===== config.mk =====
export PLATFORM = sky130hd
export DESIGN_NAME = scg_cfg_regs
export DESIGN_NICKNAME = d
export VERILOG_FILES = /design/src/rtl/scg_pkg.sv /design/src/rtl/scg_cfg_regs.sv
export SDC_FILE = /design/constraint.sdc
export NUM_CORES = 1
export LEC_CHECK = 0
export BUFFER_PORTS_ARGS = -buffer_cell sky130_fd_sc_hd__buf_2
export CORE_ASPECT_RATIO = 1.2
export CORE_MARGIN = 3
export CORE_UTILIZATION = 45
export DETAILED_ROUTE_END_ITERATION = 10
export GPL_TIMING_DRIVEN = 1
export PLACE_DENSITY = 0.84
export SLEW_MARGIN = 10
export SYNTH_ARGS = -nofsm -noshare
export SYNTH_HDL_FRONTEND = slang
export SYNTH_SLANG_ARGS = --single-unit
export TNS_END_PERCENT = 50

===== constraint.sdc =====
create_clock -name clk -period 1.8 [get_ports clk]
set_input_delay 0.09 -clock clk [delete_from_list [all_inputs] [get_ports clk]]
set_output_delay 0.09 -clock clk [all_outputs]
set_load 0.005 [all_outputs]

===== src/rtl/scg_pkg.sv =====
`default_nettype none

package scg_pkg;

  // Field widths of the configuration registers and of the result items.
  localparam int unsigned SIZE_W    = 9;
  localparam int unsigned COL_W     = 25;
  localparam int unsigned PTR_W     = 28;
  localparam int unsigned VAL_W     = 7;
  localparam int unsigned IMAG_W    = 4;
  localparam int unsigned PROD_W    = 2 * SIZE_W;
  localparam int unsigned CFG_AW    = 5;
  localparam int unsigned CFG_DW    = 32;
  localparam int unsigned SCG_MAX_DIM = 256;

  // Candidate entries of one column, in ascending row order.
  localparam int unsigned SLOTS  = 14;
  localparam int unsigned SLOT_W = 4;
  localparam logic [SLOT_W-1:0] SLOT_DIAG = 4'd0;
  localparam logic [SLOT_W-1:0] SLOT_EAST = 4'd1;
  localparam logic [IMAG_W-1:0] IMAG_CPLX = 4'd8;

  typedef enum logic [2:0] {
    MODE_1D  = 3'd0,
    MODE_2D  = 3'd1,
    MODE_3D  = 3'd2,
    MODE_X2D = 3'd3,
    MODE_X3D = 3'd4
  } mode_t;

  typedef enum logic [2:0] {
    REG_MODE    = 3'd0,
    REG_SIZE_X  = 3'd1,
    REG_SIZE_Y  = 3'd2,
    REG_SIZE_Z  = 3'd3,
    REG_COMPLEX = 3'd4
  } reg_idx_t;

  typedef enum logic [1:0] {
    ST_IDLE,
    ST_SIZE,
    ST_PREP,
    ST_EMIT
  } state_t;

  typedef enum logic [1:0] {
    OFF_NONE,
    OFF_PLUS,
    OFF_MINUS
  } off_t;

  // Register contents and the write strobe, as seen by the datapath.
  typedef struct packed {
    logic [2:0]        mode;
    logic [SIZE_W-1:0] size_x;
    logic [SIZE_W-1:0] size_y;
    logic [SIZE_W-1:0] size_z;
    logic              cplx;
    logic              wr;
  } cfg_t;

  typedef struct packed {
    logic capture;
    logic size;
    logic prep;
    logic emit;
  } ctrl_cmd_t;

  typedef struct packed {
    logic out_free;
    logic final_entry;
  } dp_status_t;

  typedef struct packed {
    logic              zsel;
    off_t              ysel;
    off_t              xsel;
    logic signed [VAL_W-1:0] val;
  } slot_t;

  // Row offset and value of each candidate entry.
  function automatic slot_t slot_info(input logic [SLOT_W-1:0] s);
    slot_t r;
    r = '{zsel: 1'b0, ysel: OFF_NONE, xsel: OFF_NONE, val: 7'sd0};
    case (s)
      4'd1:  r = '{1'b0, OFF_NONE,  OFF_PLUS,  -7'sd4};
      4'd2:  r = '{1'b0, OFF_PLUS,  OFF_MINUS, -7'sd2};
      4'd3:  r = '{1'b0, OFF_PLUS,  OFF_NONE,  -7'sd4};
      4'd4:  r = '{1'b0, OFF_PLUS,  OFF_PLUS,  -7'sd2};
      4'd5:  r = '{1'b1, OFF_MINUS, OFF_MINUS, -7'sd1};
      4'd6:  r = '{1'b1, OFF_MINUS, OFF_NONE,  -7'sd2};
      4'd7:  r = '{1'b1, OFF_MINUS, OFF_PLUS,  -7'sd1};
      4'd8:  r = '{1'b1, OFF_NONE,  OFF_MINUS, -7'sd2};
      4'd9:  r = '{1'b1, OFF_NONE,  OFF_NONE,  -7'sd4};
      4'd10: r = '{1'b1, OFF_NONE,  OFF_PLUS,  -7'sd2};
      4'd11: r = '{1'b1, OFF_PLUS,  OFF_MINUS, -7'sd1};
      4'd12: r = '{1'b1, OFF_PLUS,  OFF_NONE,  -7'sd2};
      4'd13: r = '{1'b1, OFF_PLUS,  OFF_PLUS,  -7'sd1};
      default: r = '{1'b0, OFF_NONE, OFF_NONE, 7'sd0};
    endcase
    return r;
  endfunction

  // Diagonal value in quarters from the mode and the boundary flags.
  function automatic logic signed [VAL_W-1:0] diag_value(input mode_t m, input logic bx,
                                                         input logic by, input logic bz);
    logic [1:0]       nb;
    logic [VAL_W-1:0] r;
    nb = 2'({1'b0, bx}) + 2'({1'b0, by}) + 2'({1'b0, bz});
    case (m)
      MODE_2D:  r = 7'd16 - 7'({nb, 2'b00});
      MODE_3D:  r = 7'd24 - 7'({nb, 2'b00});
      MODE_X2D: r = (bx && by) ? 7'd10 : ((bx || by) ? 7'd16 : 7'd24);
      MODE_X3D: begin
        case (nb)
          2'd0:    r = 7'd56;
          2'd1:    r = 7'd40;
          2'd2:    r = 7'd28;
          default: r = 7'd19;
        endcase
      end
      default:  r = bx ? 7'd4 : 7'd8;
    endcase
    return signed'(r);
  endfunction

endpackage

`default_nettype wire


===== src/rtl/scg_cfg_regs.sv =====
`default_nettype none

module scg_cfg_regs import scg_pkg::*; (
  input  wire logic              clk,
  input  wire logic              rst_n,
  input  wire logic              psel,
  input  wire logic              penable,
  input  wire logic              pwrite,
  input  wire logic [CFG_AW-1:0] paddr,
  input  wire logic [CFG_DW-1:0] pwdata,
  output logic      [CFG_DW-1:0] prdata,
  output logic                   pready,
  output cfg_t                   cfg
);

  logic [2:0]        mode_r;
  logic [SIZE_W-1:0] size_x_r;
  logic [SIZE_W-1:0] size_y_r;
  logic [SIZE_W-1:0] size_z_r;
  logic              cplx_r;
  logic              wr;
  logic [2:0]        idx;

  assign pready = 1'b1;
  assign wr     = psel && penable && pwrite;
  assign idx    = paddr[4:2];

  // Register writes in the access cycle.
  always_ff @(posedge clk) begin
    if (!rst_n) begin
      mode_r   <= MODE_2D;
      size_x_r <= 9'd1;
      size_y_r <= 9'd1;
      size_z_r <= 9'd1;
      cplx_r   <= 1'b0;
    end else if (wr) begin
      unique case (idx)
        REG_MODE:    mode_r   <= pwdata[2:0];
        REG_SIZE_X:  size_x_r <= pwdata[SIZE_W-1:0];
        REG_SIZE_Y:  size_y_r <= pwdata[SIZE_W-1:0];
        REG_SIZE_Z:  size_z_r <= pwdata[SIZE_W-1:0];
        REG_COMPLEX: cplx_r   <= pwdata[0];
        default: ;
      endcase
    end
  end

  // Read-back of the addressed register.
  always_comb begin
    unique case (idx)
      REG_MODE:    prdata = CFG_DW'(mode_r);
      REG_SIZE_X:  prdata = CFG_DW'(size_x_r);
      REG_SIZE_Y:  prdata = CFG_DW'(size_y_r);
      REG_SIZE_Z:  prdata = CFG_DW'(size_z_r);
      REG_COMPLEX: prdata = CFG_DW'(cplx_r);
      default:     prdata = '0;
    endcase
  end

  assign cfg = '{mode: mode_r, size_x: size_x_r, size_y: size_y_r, size_z: size_z_r,
                 cplx: cplx_r, wr: wr};

endmodule

`default_nettype wire


After elaboration in Yosys (flattened, before gate mapping) --
Index checks and enable logic that the tools add are counted.
Word-level totals: bits in registers 31, output and inout bits 65, bits of input ports 42, word-level logic and storage cells 18
Cells by class: muxes and demuxes 1, eq/ne operators 4, reduce and logical (&&, ||, !) cells 8
Operators with widths (count):
- 9-bit case mux with 5 select lines | 1
- 2-bit AND reduction | 5
- 3-bit by 2-bit == test with 1-bit output (second input constant) | 2
- 3-bit by 1-bit == test with 1-bit output (second input constant) | 1
- 3-bit == test (second input constant) | 1
- 3-bit zero test | 1
- 1-bit logical AND | 2

Longest topological paths before layout --
word-level depth 3, mapped depth 5, mapped depth without buffers 3

Least setup slack after synthesis --
No wires, ideal clock.
path kind register to output, start register size_z_r[1], end output port prdata[1], stages on the path, launching flop included 3, path buffers 0, required time 1.710 ns, data arrival time 0.896 ns, slack 0.814 ns, cell sequence dfxtp_1 mux4_2 nor2b_1
Between the ends: word-level cells in the longest chain between the ends 1
Ends and longest elaborated chain:
- start: declaration | line scg_cfg_regs.sv:19 | logic [SIZE_W-1:0] size_z_r;
- start signal: assignment | line scg_cfg_regs.sv:41 | REG_SIZE_Z: size_z_r <= pwdata[SIZE_W-1:0];
- 9-bit case mux with 5 select lines | line scg_cfg_regs.sv:50 | unique case (idx)
- end: declaration | line scg_cfg_regs.sv:11 | output logic [CFG_DW-1:0] prdata,
No other way between the ends.

Final worst setup path --
start register size_z_r[2], end output port prdata[2]
The elaborated chain is that of the path after synthesis.

==> results.sh <==
export IMPL_seq_area_frac_synth_pct=36.96
export IMPL_irDropWorstVdd_v=0.0003672
export IMPL_numCtsBuffers=5
export IMPL_cts_tree="done"
export IMPL_coreArea_um2=3453
export IMPL_grt_use_total_pct=18.17
export IMPL_cp_max_fo=3
export IMPL_antenna_cells=0
export IMPL_cp_start_kind="register"
export IMPL_fill_cells=343
export IMPL_layout_nets=278
export IMPL_fp_dieH_um=72.92
export IMPL_syn_cell_area_um2=1679
export IMPL_synth_common_cells="nand2_1 (38), dfxtp_1 (31), mux2i_1 (30)"
export IMPL_setup_violations=0
export IMPL_insertion_delay_ns=0.28
export IMPL_cts_clk_slew_worst_paths_ns=0.06
export IMPL_p_leak_nw=0.9336
export IMPL_ctsRootBufferMaster="clkbuf_8"
export IMPL_drt_initial_drc_count=49
export IMPL_pin_count=107
export IMPL_hold_path_class="primary input to register"
export IMPL_dp_slack_ns=0.3706
export IMPL_die_x_um=61.76
export IMPL_synth_warnings=0
export IMPL_viasPerCell=4.941
export IMPL_required_ns=1.71
export IMPL_fin_tns_setup_ns=0
export IMPL_antenna_found_initial=0
export IMPL_syn_inst=180
export IMPL_setup_ws_ns=0.3808
export IMPL_synth_top_area_cell="dfxtp_1"
export IMPL_cts_sinks=31
export IMPL_skew_ns=0
export IMPL_cap_violations=0
export IMPL_min_period_ns=1.419
export IMPL_gp_congestion=0.6827
export IMPL_grt_pass1_wl_um=5975
export IMPL_die_area_um2=4503
export IMPL_rows=23
export IMPL_drt_total_wl_um=3734
export IMPL_clockBufferDepth=2
export IMPL_drive_above_1_share_pct=34.04
export IMPL_clock_fmax_mhz=704.6
export IMPL_grt_pass1_vias=1253
export IMPL_cts_setup_buffers=0
export IMPL_finalPower_w=0.001306
export IMPL_postCtsHoldBufs=0
export IMPL_ctsResizeCount=0
export IMPL_period_share_pct=78.85
export IMPL_status="finished clean"
export IMPL_synth_main_ff_cell="dfxtp_1"
export IMPL_crit_type="register to output pin"
export IMPL_avgRoutedWirePerCell_um=13.73
export IMPL_drt_pass1_iter_count=4
export IMPL_finalHoldViolCount=0
export IMPL_start_util_pct=48.62
export IMPL_drtAntennaViolNets=0
export IMPL_finalMaxSlewViolations=0
export IMPL_cts_htree_levels=2
export IMPL_synth_most_common_cell="nand2_1"
export IMPL_ys_types=25
export IMPL_place_port_buffers=57
export IMPL_hpwlAfterDp_um=2741
export IMPL_drc=0
export IMPL_whs_ns=0.07694
export IMPL_synthToLayoutAreaGrowth_pct=15.87
export IMPL_synth_async_sr_flop_share_pct=0
export IMPL_netlist_top_cells_area="dfxtp_1 (37%), mux2i_1 (18%), buf_4 (12%)"
export IMPL_postSynthAreaPerCell_um2=9.328
export IMPL_grt_max_degree=24
export IMPL_synth_seq_cells=31
export IMPL_grt_overflow=0
export IMPL_rsz0062_at_grt="false"
export IMPL_synth_edf_count=0
export IMPL_num_vias=1344
export IMPL_powerDensity_nw_per_um2=671.0
export IMPL_crit_path_end_kind="output pin"
export IMPL_arrival_ns=1.33
export IMPL_synth_top_cell_area_share_pct=36.96
[state kept, by name, summed over array words and instances (netlist names)]
register	flops
size_x_r	9
size_y_r	9
cplx_r	1
size_z_r	9
mode_r	3
[power breakdown]
group          leakage, nW  internal [W]  switching (W)
clock network       0.0371      0.000257       0.000236
registers            0.250      0.000692     0.00000377
logic                0.646     0.0000444      0.0000729
total                0.934      0.000993       0.000313
[area by class of cell]
type | instances | area (µm²) | share of cell area (%)
Multi-Input combinational cell | 133 | 864.6 | 44.44
Sequential cell | 31 | 620.6 | 31.90
Timing Repair Buffer | 64 | 337.8 | 17.36
Clock buffer | 6 | 72.57 | 3.730
Tap cell | 37 | 46.29 | 2.379
Inverter | 1 | 3.754 | 0.1929
[metal layers]
layer | track usage (%) | share of wire (%)
met1 | 21.87 | 40
met2 | 29.80 | 49
met5 | 0 | 0
met3 | 4.248 | 8.8
met4 | 8.491 | 2.0
[placed cells by master, fill, tap and decap left out, types with 2 or more instances in the layout]
cell	n
buf_2	57
nand2_1	38
dfxtp_1	31
mux2i_1	30
conb_1	24
nor2b_1	7
mux2_2	7
a22oi_1	7
nor2_1	7
buf_4	7
clkbuf_8	5
mux4_2	2
nand3_1	2
[kinds of logic after synthesis]
logic type | count (synthesis) | synth area share (%)
other | 2 | 0.4473
and+or+nand+nor | 60 | 16.47
AOI/OAI and AO/OA | 10 | 4.397
muxes | 39 | 25.26
DFF | 31 | 36.96
buffers and inverters | 38 | 16.47
[critical path: stages (launching register included)]
cell and delay, ns:
dfxtp_1 0.33, mux4_2 0.46, nor2b_1 0.13, buf_2 0.13
[stage by stage]
stage / instance area, µm² / std cells / util (%)
finish: 1946 / 272 / 56.34
CTS: 1946 / 272 / 56.34
floorplan: 1762 / 202 / -
detailed placement: 1873 / 266 / 54.24
global route: 1946 / 272 / 56.34
global placement: 1873 / 266 / 54.24
[final timing paths]
check / start / endpoint / slack (ns) / cells past startpoint
setup / recovery: size_z_r[2] / prdata[2] / 0.38 / 3
hold / removal: pwdata[0] / cplx_r / 0.08 / 3
setup reg to reg: size_x_r[4] / size_x_r[4] / 1.18 / 2
hold reg to reg: mode_r[2] / mode_r[2] / 0.47 / 2
Power figures use the tool's default switching activity.
