`config.mk`:
```
export PLATFORM = sky130hd
export DESIGN_NAME = scg_ctrl
export DESIGN_NICKNAME = d
export VERILOG_FILES = /design/src/rtl/scg_pkg.sv /design/src/rtl/scg_ctrl.sv
export SDC_FILE = /design/constraint.sdc
export NUM_CORES = 1
export LEC_CHECK = 0
export ABC_AREA = 1
export BUFFER_PORTS_ARGS = -buffer_cell sky130_fd_sc_hd__buf_2
export CAP_MARGIN = 5
export CORE_AREA = 2 2 39 41
export CTS_CLUSTER_SIZE = 40
export DETAILED_ROUTE_END_ITERATION = 8
export DIE_AREA = 0 0 41 43
export HOLD_SLACK_MARGIN = 0.1
export SETUP_SLACK_MARGIN = 0.02
export SYNTH_ARGS = -nofsm -noshare
export SYNTH_HDL_FRONTEND = slang
export SYNTH_SLANG_ARGS = --single-unit
```
`constraint.sdc`:
```
create_clock -name clk -period 1 [get_ports clk]
set_input_delay 0 -clock clk [delete_from_list [all_inputs] [get_ports clk]]
set_output_delay 0 -clock clk [all_outputs]
set_load 0.005 [all_outputs]
```
`src/rtl/scg_pkg.sv`:
```
`default_nettype none

package scg_pkg;

  // Field widths of the configuration registers and of the result items.
  localparam int unsigned SIZE_W    = 9;
  localparam int unsigned COL_W     = 25;
  localparam int unsigned PTR_W     = 28;
  localparam int unsigned VAL_W     = 7;
  localparam int unsigned IMAG_W    = 4;
  localparam int unsigned PROD_W    = 2 * SIZE_W;
  localparam int unsigned CFG_AW    = 5;
  localparam int unsigned CFG_DW    = 32;
  localparam int unsigned SCG_MAX_DIM = 256;

  // Candidate entries of one column, in ascending row order.
  localparam int unsigned SLOTS  = 14;
  localparam int unsigned SLOT_W = 4;
  localparam logic [SLOT_W-1:0] SLOT_DIAG = 4'd0;
  localparam logic [SLOT_W-1:0] SLOT_EAST = 4'd1;
  localparam logic [IMAG_W-1:0] IMAG_CPLX = 4'd8;

  typedef enum logic [2:0] {
    MODE_1D  = 3'd0,
    MODE_2D  = 3'd1,
    MODE_3D  = 3'd2,
    MODE_X2D = 3'd3,
    MODE_X3D = 3'd4
  } mode_t;

  typedef enum logic [2:0] {
    REG_MODE    = 3'd0,
    REG_SIZE_X  = 3'd1,
    REG_SIZE_Y  = 3'd2,
    REG_SIZE_Z  = 3'd3,
    REG_COMPLEX = 3'd4
  } reg_idx_t;

  typedef enum logic [1:0] {
    ST_IDLE,
    ST_SIZE,
    ST_PREP,
    ST_EMIT
  } state_t;

  typedef enum logic [1:0] {
    OFF_NONE,
    OFF_PLUS,
    OFF_MINUS
  } off_t;

  // Register contents and the write strobe, as seen by the datapath.
  typedef struct packed {
    logic [2:0]        mode;
    logic [SIZE_W-1:0] size_x;
    logic [SIZE_W-1:0] size_y;
    logic [SIZE_W-1:0] size_z;
    logic              cplx;
    logic              wr;
  } cfg_t;

  typedef struct packed {
    logic capture;
    logic size;
    logic prep;
    logic emit;
  } ctrl_cmd_t;

  typedef struct packed {
    logic out_free;
    logic final_entry;
  } dp_status_t;

  typedef struct packed {
    logic              zsel;
    off_t              ysel;
    off_t              xsel;
    logic signed [VAL_W-1:0] val;
  } slot_t;

  // Row offset and value of each candidate entry.
  function automatic slot_t slot_info(input logic [SLOT_W-1:0] s);
    slot_t r;
    r = '{zsel: 1'b0, ysel: OFF_NONE, xsel: OFF_NONE, val: 7'sd0};
    case (s)
      4'd1:  r = '{1'b0, OFF_NONE,  OFF_PLUS,  -7'sd4};
      4'd2:  r = '{1'b0, OFF_PLUS,  OFF_MINUS, -7'sd2};
      4'd3:  r = '{1'b0, OFF_PLUS,  OFF_NONE,  -7'sd4};
      4'd4:  r = '{1'b0, OFF_PLUS,  OFF_PLUS,  -7'sd2};
      4'd5:  r = '{1'b1, OFF_MINUS, OFF_MINUS, -7'sd1};
      4'd6:  r = '{1'b1, OFF_MINUS, OFF_NONE,  -7'sd2};
      4'd7:  r = '{1'b1, OFF_MINUS, OFF_PLUS,  -7'sd1};
      4'd8:  r = '{1'b1, OFF_NONE,  OFF_MINUS, -7'sd2};
      4'd9:  r = '{1'b1, OFF_NONE,  OFF_NONE,  -7'sd4};
      4'd10: r = '{1'b1, OFF_NONE,  OFF_PLUS,  -7'sd2};
      4'd11: r = '{1'b1, OFF_PLUS,  OFF_MINUS, -7'sd1};
      4'd12: r = '{1'b1, OFF_PLUS,  OFF_NONE,  -7'sd2};
      4'd13: r = '{1'b1, OFF_PLUS,  OFF_PLUS,  -7'sd1};
      default: r = '{1'b0, OFF_NONE, OFF_NONE, 7'sd0};
    endcase
    return r;
  endfunction

  // Diagonal value in quarters from the mode and the boundary flags.
  function automatic logic signed [VAL_W-1:0] diag_value(input mode_t m, input logic bx,
                                                         input logic by, input logic bz);
    logic [1:0]       nb;
    logic [VAL_W-1:0] r;
    nb = 2'({1'b0, bx}) + 2'({1'b0, by}) + 2'({1'b0, bz});
    case (m)
      MODE_2D:  r = 7'd16 - 7'({nb, 2'b00});
      MODE_3D:  r = 7'd24 - 7'({nb, 2'b00});
      MODE_X2D: r = (bx && by) ? 7'd10 : ((bx || by) ? 7'd16 : 7'd24);
      MODE_X3D: begin
        case (nb)
          2'd0:    r = 7'd56;
          2'd1:    r = 7'd40;
          2'd2:    r = 7'd28;
          default: r = 7'd19;
        endcase
      end
      default:  r = bx ? 7'd4 : 7'd8;
    endcase
    return signed'(r);
  endfunction

endpackage

`default_nettype wire

```
`src/rtl/scg_ctrl.sv`:
```
`default_nettype none

module scg_ctrl import scg_pkg::*; (
  input  wire logic       clk,
  input  wire logic       rst_n,
  input  wire logic       in_valid,
  output logic            in_ready,
  input  wire dp_status_t status,
  output ctrl_cmd_t       cmd
);

  state_t state_r;
  state_t state_nxt;

  always_ff @(posedge clk) begin
    if (!rst_n) begin
      state_r <= ST_IDLE;
    end else begin
      state_r <= state_nxt;
    end
  end

  // Sequencing: take an item, size the grid, prepare the column, emit its entries.
  always_comb begin
    state_nxt = state_r;
    cmd       = '0;
    in_ready  = 1'b0;
    unique case (state_r)
      ST_IDLE: begin
        in_ready = 1'b1;
        if (in_valid) begin
          cmd.capture = 1'b1;
          state_nxt   = ST_SIZE;
        end
      end
      ST_SIZE: begin
        cmd.size  = 1'b1;
        state_nxt = ST_PREP;
      end
      ST_PREP: begin
        cmd.prep  = 1'b1;
        state_nxt = ST_EMIT;
      end
      ST_EMIT: begin
        if (status.out_free) begin
          cmd.emit = 1'b1;
          if (status.final_entry) state_nxt = ST_IDLE;
        end
      end
      default: state_nxt = ST_IDLE;
    endcase
  end

endmodule

`default_nettype wire

```
### After elaboration in Yosys (flattened, before gate mapping)

Cells that the tools add are included.

* eq/ne operators: 6
* shift-type cells: 0
* add/subtract/negate cells: 0
* multiply operators: 0
* bitwise gates (word level): 0
* divide/modulo/power cells: 0
* mux-type cells: 11
* reduce and logical (&&, ||, !) cells: 2
* order comparisons: 0

Operator list (number)
* $pmux W2 S4: 1
* $mux W1: 7
* $mux W2: 3
* $ne A2 B2 Y1 const B: 3
* $eq A2 B2 Y1 const B: 2
* $reduce_and A3 Y1: 1
* $eq A2 B1 Y1 const B: 1
* $logic_not A2 Y1: 1

* logic and storage cells: 20
* bits in read-only memories: 0
* input bits: 5
* RAM bits: 0
* register bits after elaboration: 2
* output and inout bits: 5
* bits in latches: 0
* memories: 0

### Depth between registers and ports, before layout

Gate-level depths: netlist (run 1).

* depth in word-level cells: 3
* gate-level depth with buffers: 6
* gate-level depth less buffers: 6

### Worst setup path after synthesis (run 1)

Ideal clock, no wire load.

* path kind: reg-to-reg
* from: reg state_r[0]
* to: reg state_r[1]
* clock period less this slack: 1.012 ns
* cell stages (with the launch flop): 7
* data required time: 0.885 ns
* slack: -0.012 ns
* buffers on the path: 0
* arrival time: 0.897 ns
* library setup time: 0.115 ns
* path through: dfxtp_1 -> inv_1 -> ha_1 -> nand2_2 -> nand3_2 -> nand2_1 -> nor2_1

* word-level cells in the longest chain between the ends: 3
* elaborated cells between the ends (all ways): 9
* classes of those cells: eq/ne: 6; mux: 1; reduce/logical: 2

Ends and longest elaborated chain
* start: declaration: line scg_ctrl.sv:12 `state_t state_r;`
* start signal: assignment: line scg_ctrl.sv:19 `state_r <= state_nxt;`
* $eq A2 B2 Y1 / $logic_not A2 Y1 (equally long branches): line scg_ctrl.sv:28 `unique case (state_r)`
* $ne A2 B2 Y1 (no source line)
* $reduce_and A3 Y1 (no source line)

Parallel ways exist; a longest one is shown, timed or not.
A chain may end at the register's enable or synchronous reset.

==> results.cfg, run 1 <==
[outcome]
outcome = complete, no violations

[global_routing]
first_global_vias = 185
grt.busiest_layer = met2
grt_overflow = 0
grt_max_degree = 5
grt_util_met1 = 0.0353
met3_usage = 0.0314
use_met2 = 0.0875
antenna_found_initial = 0
grt_pass1_wl_um = 586
grt.total_usage = 0.0542

[critical_path]
worst_setup_path_start_kind = flip-flop
arrival_ns = 0.99
cp.required_ns = 1.00
r2r-end = state_r[0]$_SDFFE_PN0P_
crit_path_end_kind = primary output
worstSetupPathType = flip-flop to primary output
r2r_start = state_r[1]$_SDFFE_PN0P_
worst-path-max-fanout = 4
rrSetupSlack_ns = 0.05
reg2regPathDepth = 5

[clocking]
clk_latency_ns = 0.22
clockBufferDepth = 2
htreeDepth = 1
cts_setup_buffers = 0
clock_sinks = 2
cts_buffers = 3
clk_pin_slew_worst_paths_ns = 0.03
root_buffer = clkbuf_4
cts_tree = yes

[placement]
dp.cells = 51
hpwl_um = 303
gp_congestion = 0.582
io_buffer_count = 9

[yosys]
synth_adder_area_share = 0.280
ys_types = 8
ys_warn_count = 0
synth_compound_area_frac = 0.0559
synth_seq_cells = 2
synth-xor-area-share = 0
synthSimpleGateAreaFrac = 0.315
ys_seq_area_frac = 0.224
synth_top_family_by_area = simple AND/OR/NAND/NOR gates
synth.avg_cell_area_um2 = 6.88
netlist_area_um2 = 179
synthCells = 26
synth_fp_nets = 35
synth_mux_area_frac = 0

[finish]
diodes = 0
drive_gt1_frac = 0.641
finalNonFillerCells = 55
regMostFlops = state_r
reg_top3 = state_r x2
largest_reg_flops = 2
nets = 50
area.growth.synth_to_final_pct = 78.3

[timing]
period_share = 0.991
clock_skew_ns = 0.000429
clock.fmax_mhz = 1010
rsz0062_at_grt = true
max_slew_margin = 0.923
setup_viol = 0
fin_tns_setup_ns = 0
slew_viol_final = 0
tightestPinTransition_ns = 0.115
final-hold-violation-count = 0
fin_crit_ns = 0.991

[die]
coreArea_um2 = 1380
die_h_um = 43
io_pins = 10
rows = 14
die-area_um2 = 1760
start_util = 0.129
fp.dieW_um = 41

[worst_hold_path]
hp-class = input port to flip-flop
min_to = state_r[0]$_SDFFE_PN0P_
hp-start = in_valid
min_delay_path_depth = 5

[job]
max_cap_viol_count = 0

[drt]
drt_wl_total_um = 387
vias_per_cell = 3.55
num_vias = 195
wl_per_cell_um = 7.04
drt_iter0_drc = 1
ant_nets = 0
drc = 0
firstDrtPassIters = 2

[power_and_ir_drop]
p_leak_nw = 0.173
pwr_density_cell_nw_per_um2 = 2910
max-vdd-ir-drop_mv = 0.595
stage by stage:
step	power (W)	worst slack (ns)	cell area [µm²]	hold slack (ns)	utilization
global route	0.00103	-0.0392	319	0.207	0.231
global placement	0.000597	-0.000520	248	0.240	0.179
finish	0.000928	0.00932	319	0.170	0.231
CTS	0.000855	-0.000679	292	0.158	0.211
floorplan	0.000474	0.0403	183	0.0794	-
detailed placement	0.000609	-0.0247	248	0.244	0.179
repair_timing:
item	4_1_cts	5_1_grt
resized for setup	4	9
hold buffers	1	0
endpoints found under the setup margin	6	5
pin swaps	1	1
hold endpoints to repair	2	0
gates cloned	0	0
metal layers:
metal	part of all wire	vias to the layer above
met5	0	-
met1	0.32	86
met3	0.11	0
met4	0	0
met2	0.57	6
li1	-	103
Yosys cell counts, drive strengths merged:
cell   count  area [µm²]
inv        6        22.5
nor2       3        11.3
a21oi      2        10.0
dfxtp      2        40.0
nand3      1        10.0
ha         4        50.1
nand2      8        35.0
critical path, stage by stage, from the launching register on:
cell and delay (ns):
dfxtp_4 0.36, inv_2 0.05, ha_4 0.17, nand2_2 0.06, inv_2 0.03, buf_6 0.10
cell usage in the layout, fill, tap and decap left out, drive strengths merged:
cell type and n:
a21oi 2, clkbuf 3, ha 4, dfxtp 2, nand3 1, nand2 8
dlygate4sd3 1, nor2 3, buf 9, inv 6
how the worst max path moves through the flow:
stage | start | end | depth (start not counted)
after floorplan | state_r[1]$_SDFFE_PN0P_ | state_r[1]$_SDFFE_PN0P_ | 6
after global placement | state_r[1]$_SDFFE_PN0P_ | state_r[1]$_SDFFE_PN0P_ | 6
after detailed placement | state_r[1]$_SDFFE_PN0P_ | state_r[1]$_SDFFE_PN0P_ | 6
after CTS | state_r[0]$_SDFFE_PN0P_ | cmd[3] | 5
after global routing | state_r[1]$_SDFFE_PN0P_ | cmd[0] | 4
final | state_r[1]$_SDFFE_PN0P_ | cmd[3] | 5
where the power goes:
| part | leakage [nW] | internal [W] | switching, W |
|---|---|---|---|
| sequential | 0.0178 | 0.000146 | 0.0000531 |
| clock | 0.0138 | 0.000132 | 0.0000404 |
| combinational | 0.141 | 0.000283 | 0.000273 |
| total | 0.173 | 0.000561 | 0.000366 |
cell type report:
type / count / area, µm²
sequential: 2 / 47.5
timing repair buffer: 10 / 61.3
inverter: 6 / 22.5
fill: 163 / 1060
tap: 16 / 20.0
multi-input combinational: 18 / 145
clock buffer: 3 / 22.5
cell families after synthesis:
logic type,Yosys count
simple gates,12
flops,2
buf+inv,6
fa+ha+maj,4
compound gates,2
(Power assumes the default switching activity.)
==> inputs of run 2 (changes only) <==
==> constraint.sdc (replaced) <==
create_clock -name clk -period 1.2 [get_ports clk]
set_input_delay 0 -clock clk [delete_from_list [all_inputs] [get_ports clk]]
set_output_delay 0 -clock clk [all_outputs]
set_load 0.005 [all_outputs]
==> results.cfg, run 2 (synthesized netlist as in run 1, its figures left out) <==
[outcome]
outcome = complete, no violations

[global_routing]
grt_util_met1 = 0.0383
grt_overflow = 0
grt.busiest_layer = met4
grt_pass1_wl_um = 558
antenna_found_initial = 0
first_global_vias = 176
met3_usage = 0.0314
grt_max_degree = 5
grt.total_usage = 0.0541
use_met2 = 0.0750

[timing]
clock.fmax_mhz = 937
slew_viol_final = 0
clock_skew_ns = 0.000854
final-hold-violation-count = 0
rsz0062_at_grt = false
period_share = 0.889
setup_viol = 0
fin_tns_setup_ns = 0
tightestPinTransition_ns = 0.137
fin_crit_ns = 1.07
max_slew_margin = 0.909

[die]
fp.dieW_um = 41
coreArea_um2 = 1380
io_pins = 10
die_h_um = 43
start_util = 0.129
die-area_um2 = 1760
rows = 14

[clocking]
root_buffer = clkbuf_4
clock_sinks = 2
cts_buffers = 3
cts_setup_buffers = 0
htreeDepth = 1
clk_pin_slew_worst_paths_ns = 0.03
cts_tree = yes
clk_latency_ns = 0.22
clockBufferDepth = 2

[critical_path]
crit_path_end_kind = primary output
worst-path-max-fanout = 4
cp.required_ns = 1.20
worst_setup_path_start_kind = flip-flop
worstSetupPathType = flip-flop to primary output
arrival_ns = 1.07

[power_and_ir_drop]
power_w = 0.000639
pwr-share-seq = 0.225
p_leak_nw = 0.171
power_frac_clock = 0.229
internal_power_w = 0.000384
pwr_density_cell_nw_per_um2 = 2290
power_frac_comb = 0.546
switching_share = 0.399
power.switching_w = 0.000255
max-vdd-ir-drop_mv = 0.416

[drt]
wl_per_cell_um = 6.40
drt_iter0_drc = 0
num_vias = 183
vias_per_cell = 3.33
drt_wl_total_um = 352
drc = 0
ant_nets = 0
firstDrtPassIters = 1

[placement]
io_buffer_count = 9
hpwl_um = 289
gp_congestion = 0.562

[finish]
area.growth.synth_to_final_pct = 55.9
drive_gt1_frac = 0.436
layout.cells.most_common = buf_2
largest_reg_flops = 2
nets = 50
layout_common_cells = 9 x buf_2, 6 x inv_1, 6 x nand2_1, 4 x ha_1
regMostFlops = state_r
reg_top3 = state_r x2
diodes = 0

[job]
max_cap_viol_count = 0

[worst_hold_path]
hp-class = input port to flip-flop
[run 2: final cells by class]
type | instances | area, µm²
clock buffers | 3 | 22.5
fillers | 163 | 1100
inverters | 6 | 22.5
multi-input cells | 18 | 116
flip-flops and latches | 2 | 42.5
well taps | 16 | 20.0
repair buffers | 10 | 55.1
[run 2: power by group through the flow]
stage	registers [W]	clock network, W	logic (W)
floorplan	0.000129	0	0.000254
global placement	0.000135	0	0.000349
detailed placement	0.000138	0	0.000352
CTS	0.000136	0.000156	0.000356
global route	0.000148	0.000158	0.000418
finish	0.000144	0.000146	0.000349
[run 2: worst max-delay path, stage by stage, from the launching register on]
cell and delay, ns:
dfxtp_2 0.34, inv_1 0.06, ha_1 0.24, nand2_1 0.07
inv_1 0.03, buf_2 0.11
[run 2: final timing paths]
path / cells past startpoint / slack [ns] / start / endpoint
worst min register to register: 2 / 0.49 / state_r[0]$_SDFFE_PN0P_ / state_r[0]$_SDFFE_PN0P_
worst max register to register: 6 / 0.18 / state_r[0]$_SDFFE_PN0P_ / state_r[1]$_SDFFE_PN0P_
worst min-delay path: 5 / 0.16 / in_valid / state_r[0]$_SDFFE_PN0P_
worst max-delay path: 5 / 0.13 / state_r[0]$_SDFFE_PN0P_ / cmd[3]
[run 2: routing by layer]
metal | up-vias | part of all wire
met5 | - | 0
met2 | 6 | 0.49
met1 | 75 | 0.37
met4 | 0 | 0
li1 | 102 | -
met3 | 0 | 0.13
[run 2: repair_timing]
item / in CTS / in global routing
setup endpoints to repair: 0 / 1
resized for setup: 0 / 2
hold buffers: 1 / 0
hold endpoints to repair: 2 / 0
[run 2: stage by stage]
stage	std cells	area, µm²	utilization	hold slack, ns	setup WS, ns
2_1_floorplan	26	179	-	0.0795	0.188
6_report	55	279	0.202	0.159	0.133
3_3_place_gp	51	244	0.176	0.244	0.160
5_1_grt	55	279	0.202	0.206	0.0679
3_5_place_dp	51	244	0.176	0.247	0.136
4_1_cts	55	277	0.200	0.157	0.0748
